File: config.mk
export PLATFORM = sky130hd
export DESIGN_NAME = lbcb_ctrl
export DESIGN_NICKNAME = d
export VERILOG_FILES = /design/src/rtl/core/lbcb_pkg.sv /design/src/rtl/core/lbcb_ctrl.sv
export SDC_FILE = /design/constraint.sdc
export NUM_CORES = 1
export LEC_CHECK = 0
export BUFFER_PORTS_ARGS = -buffer_cell sky130_fd_sc_hd__buf_2
export CAP_MARGIN = 20
export CORE_MARGIN = 5
export CORE_UTILIZATION = 30
export CTS_CLUSTER_DIAMETER = 120
export DETAILED_ROUTE_END_ITERATION = 8
export GPL_TIMING_DRIVEN = 0
export PLACE_DENSITY = 0.7
export SETUP_SLACK_MARGIN = 0.05
export SKIP_CTS_REPAIR_TIMING = 1
export SLEW_MARGIN = 20
export SYNTH_ARGS = -nofsm -noshare
export SYNTH_HDL_FRONTEND = slang
export SYNTH_SLANG_ARGS = --single-unit
File: constraint.sdc
create_clock -name i_clk -period 1.6 [get_ports i_clk]
set_input_delay 0.16 -clock i_clk [delete_from_list [all_inputs] [get_ports i_clk]]
set_output_delay 0.16 -clock i_clk [all_outputs]
set_load 0.02 [all_outputs]
File: src/rtl/core/lbcb_pkg.sv
// Shared types and constants for the luminance bin CDF builder.
// No dependencies; every other file in rtl/core imports this package.
package lbcb_pkg;

    localparam int MAX_BINS    = 64;
    localparam int FACE_COUNT  = 6;
    localparam int STORE_DEPTH = FACE_COUNT * MAX_BINS * MAX_BINS;
    localparam int ADDR_W      = 15;

    localparam logic [16:0] W_RED   = 17'd13933;
    localparam logic [16:0] W_GREEN = 17'd46871;
    localparam logic [16:0] W_BLUE  = 17'd4732;
    localparam logic [16:0] ONE_Q16 = 17'd65536;

    localparam logic [6:0]  BINS_RESET   = 7'd16;
    localparam logic [12:0] WIDTH_RESET  = 13'd256;
    localparam logic [12:0] HEIGHT_RESET = 13'd256;

    localparam logic [1:0] FUNC_ACC   = 2'd0;
    localparam logic [1:0] FUNC_READ  = 2'd1;
    localparam logic [1:0] FUNC_CLEAR = 2'd2;
    localparam logic [1:0] FUNC_NOP   = 2'd3;

    localparam logic [1:0] CFG_BINS   = 2'd0;
    localparam logic [1:0] CFG_WIDTH  = 2'd1;
    localparam logic [1:0] CFG_HEIGHT = 2'd2;

    typedef struct packed {
        logic [1:0]         func;
        logic [2:0]         face;
        logic [11:0]        pixel_x;
        logic [11:0]        pixel_y;
        logic signed [31:0] red;
        logic signed [31:0] green;
        logic signed [31:0] blue;
        logic [5:0]         bin_row;
    } t_in_item;

    typedef struct packed {
        logic [5:0]  bin_col;
        logic [16:0] cdf_value;
        logic [53:0] row_total;
        logic [62:0] grand_total;
        logic        last;
    } t_out_item;

    typedef enum logic [4:0] {
        S_CLEAR,
        S_IDLE,
        S_ACC_MUL,
        S_ACC_SUM,
        S_ACC_CHK,
        S_DIV_ROW,
        S_DIV_COL,
        S_ACC_RD,
        S_ACC_WR,
        S_RS_RD,
        S_RS_ADD,
        S_CL_RD,
        S_CL_ADD,
        S_CL_DIV,
        S_CL_WAIT,
        S_CL_EMIT
    } t_state;

    typedef struct packed {
        logic cap;
        logic clr_rst;
        logic clr_wr;
        logic mul;
        logic lum;
        logic div_row;
        logic div_col;
        logic div_frac;
        logic row_cap;
        logic col_cap;
        logic rd_acc;
        logic wr_acc;
        logic rd_row;
        logic rsum_zero;
        logic rsum_add;
        logic cum_zero;
        logic cum_add;
        logic c_zero;
        logic c_inc;
        logic out_load;
    } t_dp_cmd;

    typedef struct packed {
        logic [1:0] in_func;
        logic       in_face_ok;
        logic       in_row_ok;
        logic       lum_pos;
        logic       div_busy;
        logic       c_last;
        logic       clr_last;
        logic       out_free;
    } t_dp_status;

endpackage

File: src/rtl/core/lbcb_ctrl.sv
// Control state machine: sequences accumulate, row readout and store clear.
// Depends on lbcb_pkg.
module lbcb_ctrl (
    input  logic                 i_clk,
    input  logic                 i_rst_n,
    input  logic                 i_in_valid,
    output logic                 o_in_stall,
    input  lbcb_pkg::t_dp_status i_status,
    output lbcb_pkg::t_dp_cmd    o_cmd
);
    import lbcb_pkg::*;

    t_state r_state, n_state;
    logic   w_accept;

    assign w_accept = i_in_valid && (r_state == S_IDLE);

    always_ff @(posedge i_clk) begin
        if (!i_rst_n) begin
            r_state <= S_CLEAR;
        end else begin
            r_state <= n_state;
        end
    end

    always_comb begin
        n_state = r_state;
        case (r_state)
            S_CLEAR: begin
                if (i_status.clr_last) n_state = S_IDLE;
            end
            S_IDLE: begin
                if (w_accept) begin
                    case (i_status.in_func)
                        FUNC_ACC: begin
                            if (i_status.in_face_ok) n_state = S_ACC_MUL;
                        end
                        FUNC_READ: begin
                            if (i_status.in_face_ok && i_status.in_row_ok) n_state = S_RS_RD;
                        end
                        FUNC_CLEAR: n_state = S_CLEAR;
                        default:    n_state = S_IDLE;
                    endcase
                end
            end
            S_ACC_MUL: n_state = S_ACC_SUM;
            S_ACC_SUM: n_state = S_ACC_CHK;
            S_ACC_CHK: n_state = i_status.lum_pos ? S_DIV_ROW : S_IDLE;
            S_DIV_ROW: begin
                if (!i_status.div_busy) n_state = S_DIV_COL;
            end
            S_DIV_COL: begin
                if (!i_status.div_busy) n_state = S_ACC_RD;
            end
            S_ACC_RD:  n_state = S_ACC_WR;
            S_ACC_WR:  n_state = S_IDLE;
            S_RS_RD:   n_state = S_RS_ADD;
            S_RS_ADD:  n_state = i_status.c_last ? S_CL_RD : S_RS_RD;
            S_CL_RD:   n_state = S_CL_ADD;
            S_CL_ADD:  n_state = S_CL_DIV;
            S_CL_DIV:  n_state = S_CL_WAIT;
            S_CL_WAIT: begin
                if (!i_status.div_busy) n_state = S_CL_EMIT;
            end
            S_CL_EMIT: begin
                if (i_status.out_free) n_state = i_status.c_last ? S_IDLE : S_CL_RD;
            end
            default: n_state = S_IDLE;
        endcase
    end

    always_comb begin
        o_cmd      = '0;
        o_in_stall = (r_state != S_IDLE);
        case (r_state)
            S_CLEAR: o_cmd.clr_wr = 1'b1;
            S_IDLE: begin
                o_cmd.cap       = w_accept;
                o_cmd.clr_rst   = w_accept;
                o_cmd.rsum_zero = w_accept;
                o_cmd.c_zero    = w_accept;
            end
            S_ACC_MUL: o_cmd.mul = 1'b1;
            S_ACC_SUM: o_cmd.lum = 1'b1;
            S_ACC_CHK: o_cmd.div_row = i_status.lum_pos;
            S_DIV_ROW: begin
                o_cmd.row_cap = !i_status.div_busy;
                o_cmd.div_col = !i_status.div_busy;
            end
            S_DIV_COL: o_cmd.col_cap = !i_status.div_busy;
            S_ACC_RD:  o_cmd.rd_acc = 1'b1;
            S_ACC_WR:  o_cmd.wr_acc = 1'b1;
            S_RS_RD:   o_cmd.rd_row = 1'b1;
            S_RS_ADD: begin
                o_cmd.rsum_add = 1'b1;
                o_cmd.c_zero   = i_status.c_last;
                o_cmd.cum_zero = i_status.c_last;
                o_cmd.c_inc    = !i_status.c_last;
            end
            S_CL_RD:   o_cmd.rd_row = 1'b1;
            S_CL_ADD:  o_cmd.cum_add = 1'b1;
            S_CL_DIV:  o_cmd.div_frac = 1'b1;
            S_CL_WAIT: begin
            end
            S_CL_EMIT: begin
                o_cmd.out_load = i_status.out_free;
                o_cmd.c_inc    = i_status.out_free && !i_status.c_last;
            end
            default: begin
            end
        endcase
    end

endmodule
==> results by stage <==
Clock tree:
- After clock tree synthesis, the clock-pin slew on the worst setup and hold paths is 0.04 ns.
- The clock reaches the later pin of the worst-skew pair after between 0.2 and 0.25 ns.
- The worst-case clock buffer depth is 2.
- The TritonCTS sink count is 4.
- The H-tree depth is 1.
- TritonCTS built the clock tree.
- The number of buffers added by the clock tree synthesis step is 3.
- In this run the clock root is driven by a clkbuf_4.

Routing:
- The residual antenna-violating net count after detailed routing is 0.
- The via count is approximately 720.
- After detailed routing, the average wire length per cell comes to 12.37 um.
- In this run, the number of DRC markers left after iteration 0 of detailed routing was 5.
- The average vias per placed instance is 4.993.
- The wire length reported by the detailed router is 1793 um.
- After detailed routing, the number of remaining DRC violations is 0.
- For this run, the detailed router's first-pass iteration total came to 4.

Final layout:
- The post-layout utilization of the core is 52.97%.
- After the last flow step, the layout net total stands at between 100 and 150.
- The antenna diode instance count is 0.
- In the final layout, the registers with the most flip-flops are r_state (4).
- Once layout is complete, the cells apart from fillers number 145.
- The post-synthesis to final-layout area growth is 71.33%.
- The register with the most flip-flops in the final layout is r_state.
- The number of flip-flops under the largest register name is 4.
- The layout cell share with drive strength beyond 1 is 57.50%.
- Fill cells in the final layout number ~180.

Placement:
- During placement, the flow inserted port buffers numbering 32.
- Once placement completed, the tool counted placed cells totaling 136.
- The sum of net half-perimeters after detailed placement is 1309 um.
- The routability congestion estimate is 0.8213.

Worst setup path:
- The category of the worst setup path launch point is a flip-flop.
- The kind of critical path is reg2reg.
- Data arrives at the worst endpoint at between 1.5 and 2 ns.
- Of all nets on the critical path, the largest fanout is 9.
- Tracing the worst setup path back leads to its startpoint at r_state[0].
- For the worst setup path, the data required time is 1.76 ns.
- The stage delay of the slowest cell on the critical path is around 0.4 ns.
- The type of element capturing the critical path is a flip-flop.
- The startpoint of the lowest-slack register-to-register path is r_state[0].
- Walking the worst path, the cells encountered are buf_6 -> nor3b_1 -> o211ai_1 -> nand3_4 -> or3_1 -> a21oi_1.
- The slowest stage of the critical path belongs to the cell or3_1.

Timing:
- For the final routed database, the setup TNS stands at -0.1694 ns.
- The time the final worst path needs with I/O delays and setup is ~1.6 ns.
- The timing-limited maximum frequency is 609.9 MHz.
- The final hold violation count came to 0.
- The clock skew after layout is 0.005499 ns.
- The setup violation total in the final timing report is 6.
- The relative slew slack is between 70% and 80%.
- Setup repair after global routing could not meet its margin everywhere.
- The count of final max-slew check failures is 0.
- In the post-route analysis, the smallest setup slack over all paths is -0.03966 ns.
- The worst-margin pin slew is around 0.4 ns.
- The final clock period utilization by the worst path is 102.5%.
- Hold is met by 0.2256 ns.

Floorplan:
- The floorplan die height is a little over 50 um.
- The horizontal die dimension is 51.95 um.
- The die covers 0.002699 sq mm.
- In this run the count of I/O pins placed on the die edge is 33.
- The floorplan step defined a core boundary enclosing 0.001708 sq mm.
- After floorplanning, the core was divided into 15 placement rows.
- The initial utilization of the core area, before any placement, comes to 30.92%.

Synthesis:
- The total nets after synthesis is 91.
- Summing the sequential cell areas from Yosys gives approximately 15% of the chip area.
- The average instance in the mapped netlist occupies between 6 and 7 sq um.
- Of all flip-flops after synthesis, the portion carrying an async set or reset was 0%.
- The number of distinct library cells after synthesis is 36.
- The count of synthesis-stage warnings from yosys is 0.
- Synthesis produced between 70 and 80 cells.
- The number of storage elements in the synthesis netlist is 4.
- Yosys mapped a number of flops with a built-in enable equal to 0.
- After synthesis the cells add up to approximately 530 sq um.
- The most used flip-flop cell after synthesis is dfxtp_1.

Global routing:
- The number of global-route vias before repair is between 600 and 700.
- The first global-routing pass estimated ~2500 um of wire.
- The initial antenna violation count came to 0.
- The leftover overflow at the end of global routing is 0.
- Global routing used 12.01% of the available tracks.
- The maximum number of pins on one net before global-route repair is 11.

Status:
- The flow ran to the end, but the final reports show violations.
- The checks that failed: setup timing.

Hold path:
- The worst min-delay path class is in2reg.
- The startpoint identified for the worst hold timing path is i_rst_n.

Power and ir drop:
- IR analysis of the VDD net gives a maximum drop of 0.0004251 V.
- The total power per unit cell area is 713.1 mW/mm^2.
- The static power due to leakage is ~0.44 nW.

Flow run:
- The number of max-cap violations is 0.
## cells in the mapped netlist (2+ instances only)
| library cell | count | area, sq um |
|---|---|---|
| a21oi_1 | 3 | 15.01 |
| and2_1 | 2 | 12.51 |
| buf_2 | 4 | 20.02 |
| buf_4 | 3 | 22.52 |
| dfxtp_1 | 4 | 80.08 |
| inv_1 | 5 | 18.77 |
| nand2_1 | 5 | 18.77 |
| nand2b_1 | 3 | 18.77 |
| nand3_1 | 3 | 15.01 |
| nor2_1 | 10 | 37.54 |
| nor3_1 | 5 | 25.02 |
| nor3b_1 | 3 | 22.52 |
| nor4b_1 | 2 | 17.52 |
| o21ai_0 | 3 | 15.01 |
| o21ai_1 | 3 | 15.01 |
## cell usage in the layout (no fill, tap or decap), types with 2 or more instances in the layout
cell | Yosys | final
buf_2 | 4 | 27
buf_4 | 3 | 12
nor2_1 | 10 | 8
buf_6 | 1 | 7
nand2_1 | 5 | 5
inv_1 | 5 | 4
nor3_1 | 5 | 4
nand3_1 | 3 | 3
nor3b_1 | 3 | 3
o21ai_0 | 3 | 3
a21oi_1 | 3 | 3
clkbuf_4 | 0 | 3
nand2b_4 | 0 | 2
nor2_2 | 0 | 2
inv_2 | 1 | 2
o21ai_1 | 3 | 2
dfxtp_1 | 4 | 2
## power breakdown
group / internal [W] / total [W] / switching, W
logic: 0.000201 / 0.000399 / 0.000198
registers: 0.000110 / 0.000121 / 0.0000115
clock network: 0.0000839 / 0.000125 / 0.0000411
total: 0.000394 / 0.000645 / 0.000251
## cell type report
cell class	instances	area (sq um)	share of cell area (%)
clock buffers	3	22.52	2.490
inverters	6	22.52	2.490
flip-flops and latches	4	85.08	9.405
plain buffers	9	76.32	8.437
multi-input cells	60	434.2	47.99
well taps	25	31.28	3.458
repair buffers	38	232.7	25.73
## layer usage
metal	global-route usage [%]	vias up	wire length [um]	share of wire (%)
li1	-	358	-	-
met1	14.73	331	732	41
met2	20.08	33	885	49
met3	4.871	2	153	8.5
met4	1.310	0	22	1.2
met5	0	-	0	0
## stage by stage
step	total power [W]	setup WS [ns]	cell area (sq um)
after detailed placement	0.0004037	-0.02493	733.2
after CTS	0.0005341	-0.1642	755.7
after floorplan	0.0003275	0.04901	541.8
after global routing	0.0006961	-0.1009	904.6
after global placement	0.0003998	-0.02109	733.2
final	0.0006451	-0.03966	904.6
## worst max-delay path, delay by kind of cell (launching register included)
family          cells  cell delay (ns)
compound gates      2             0.44
simple gates        3             0.70
flops               1             0.30
buf+inv             1             0.13
## cells by family (layout without fill, tap and decap cells)
group	Yosys count	count (layout)	share of synthesized area [%]
and+or+nand+nor	41	41	43.61
AOI/OAI and AO/OA	17	17	22.51
buffers and inverters	15	56	15.16
DFF	4	4	15.17
xor gates and xnor gates	1	1	1.659
muxes	1	1	1.896
## path summary, 6_finish.rpt
check,endpoint,slack [ns],depth (start not counted)
setup reg to reg,r_state[1],-0.04,6
hold reg to reg,r_state[3],0.60,2
setup / recovery,r_state[1],-0.04,6
hold / removal,r_state[0],0.23,3
(Power assumes the default switching activity.)
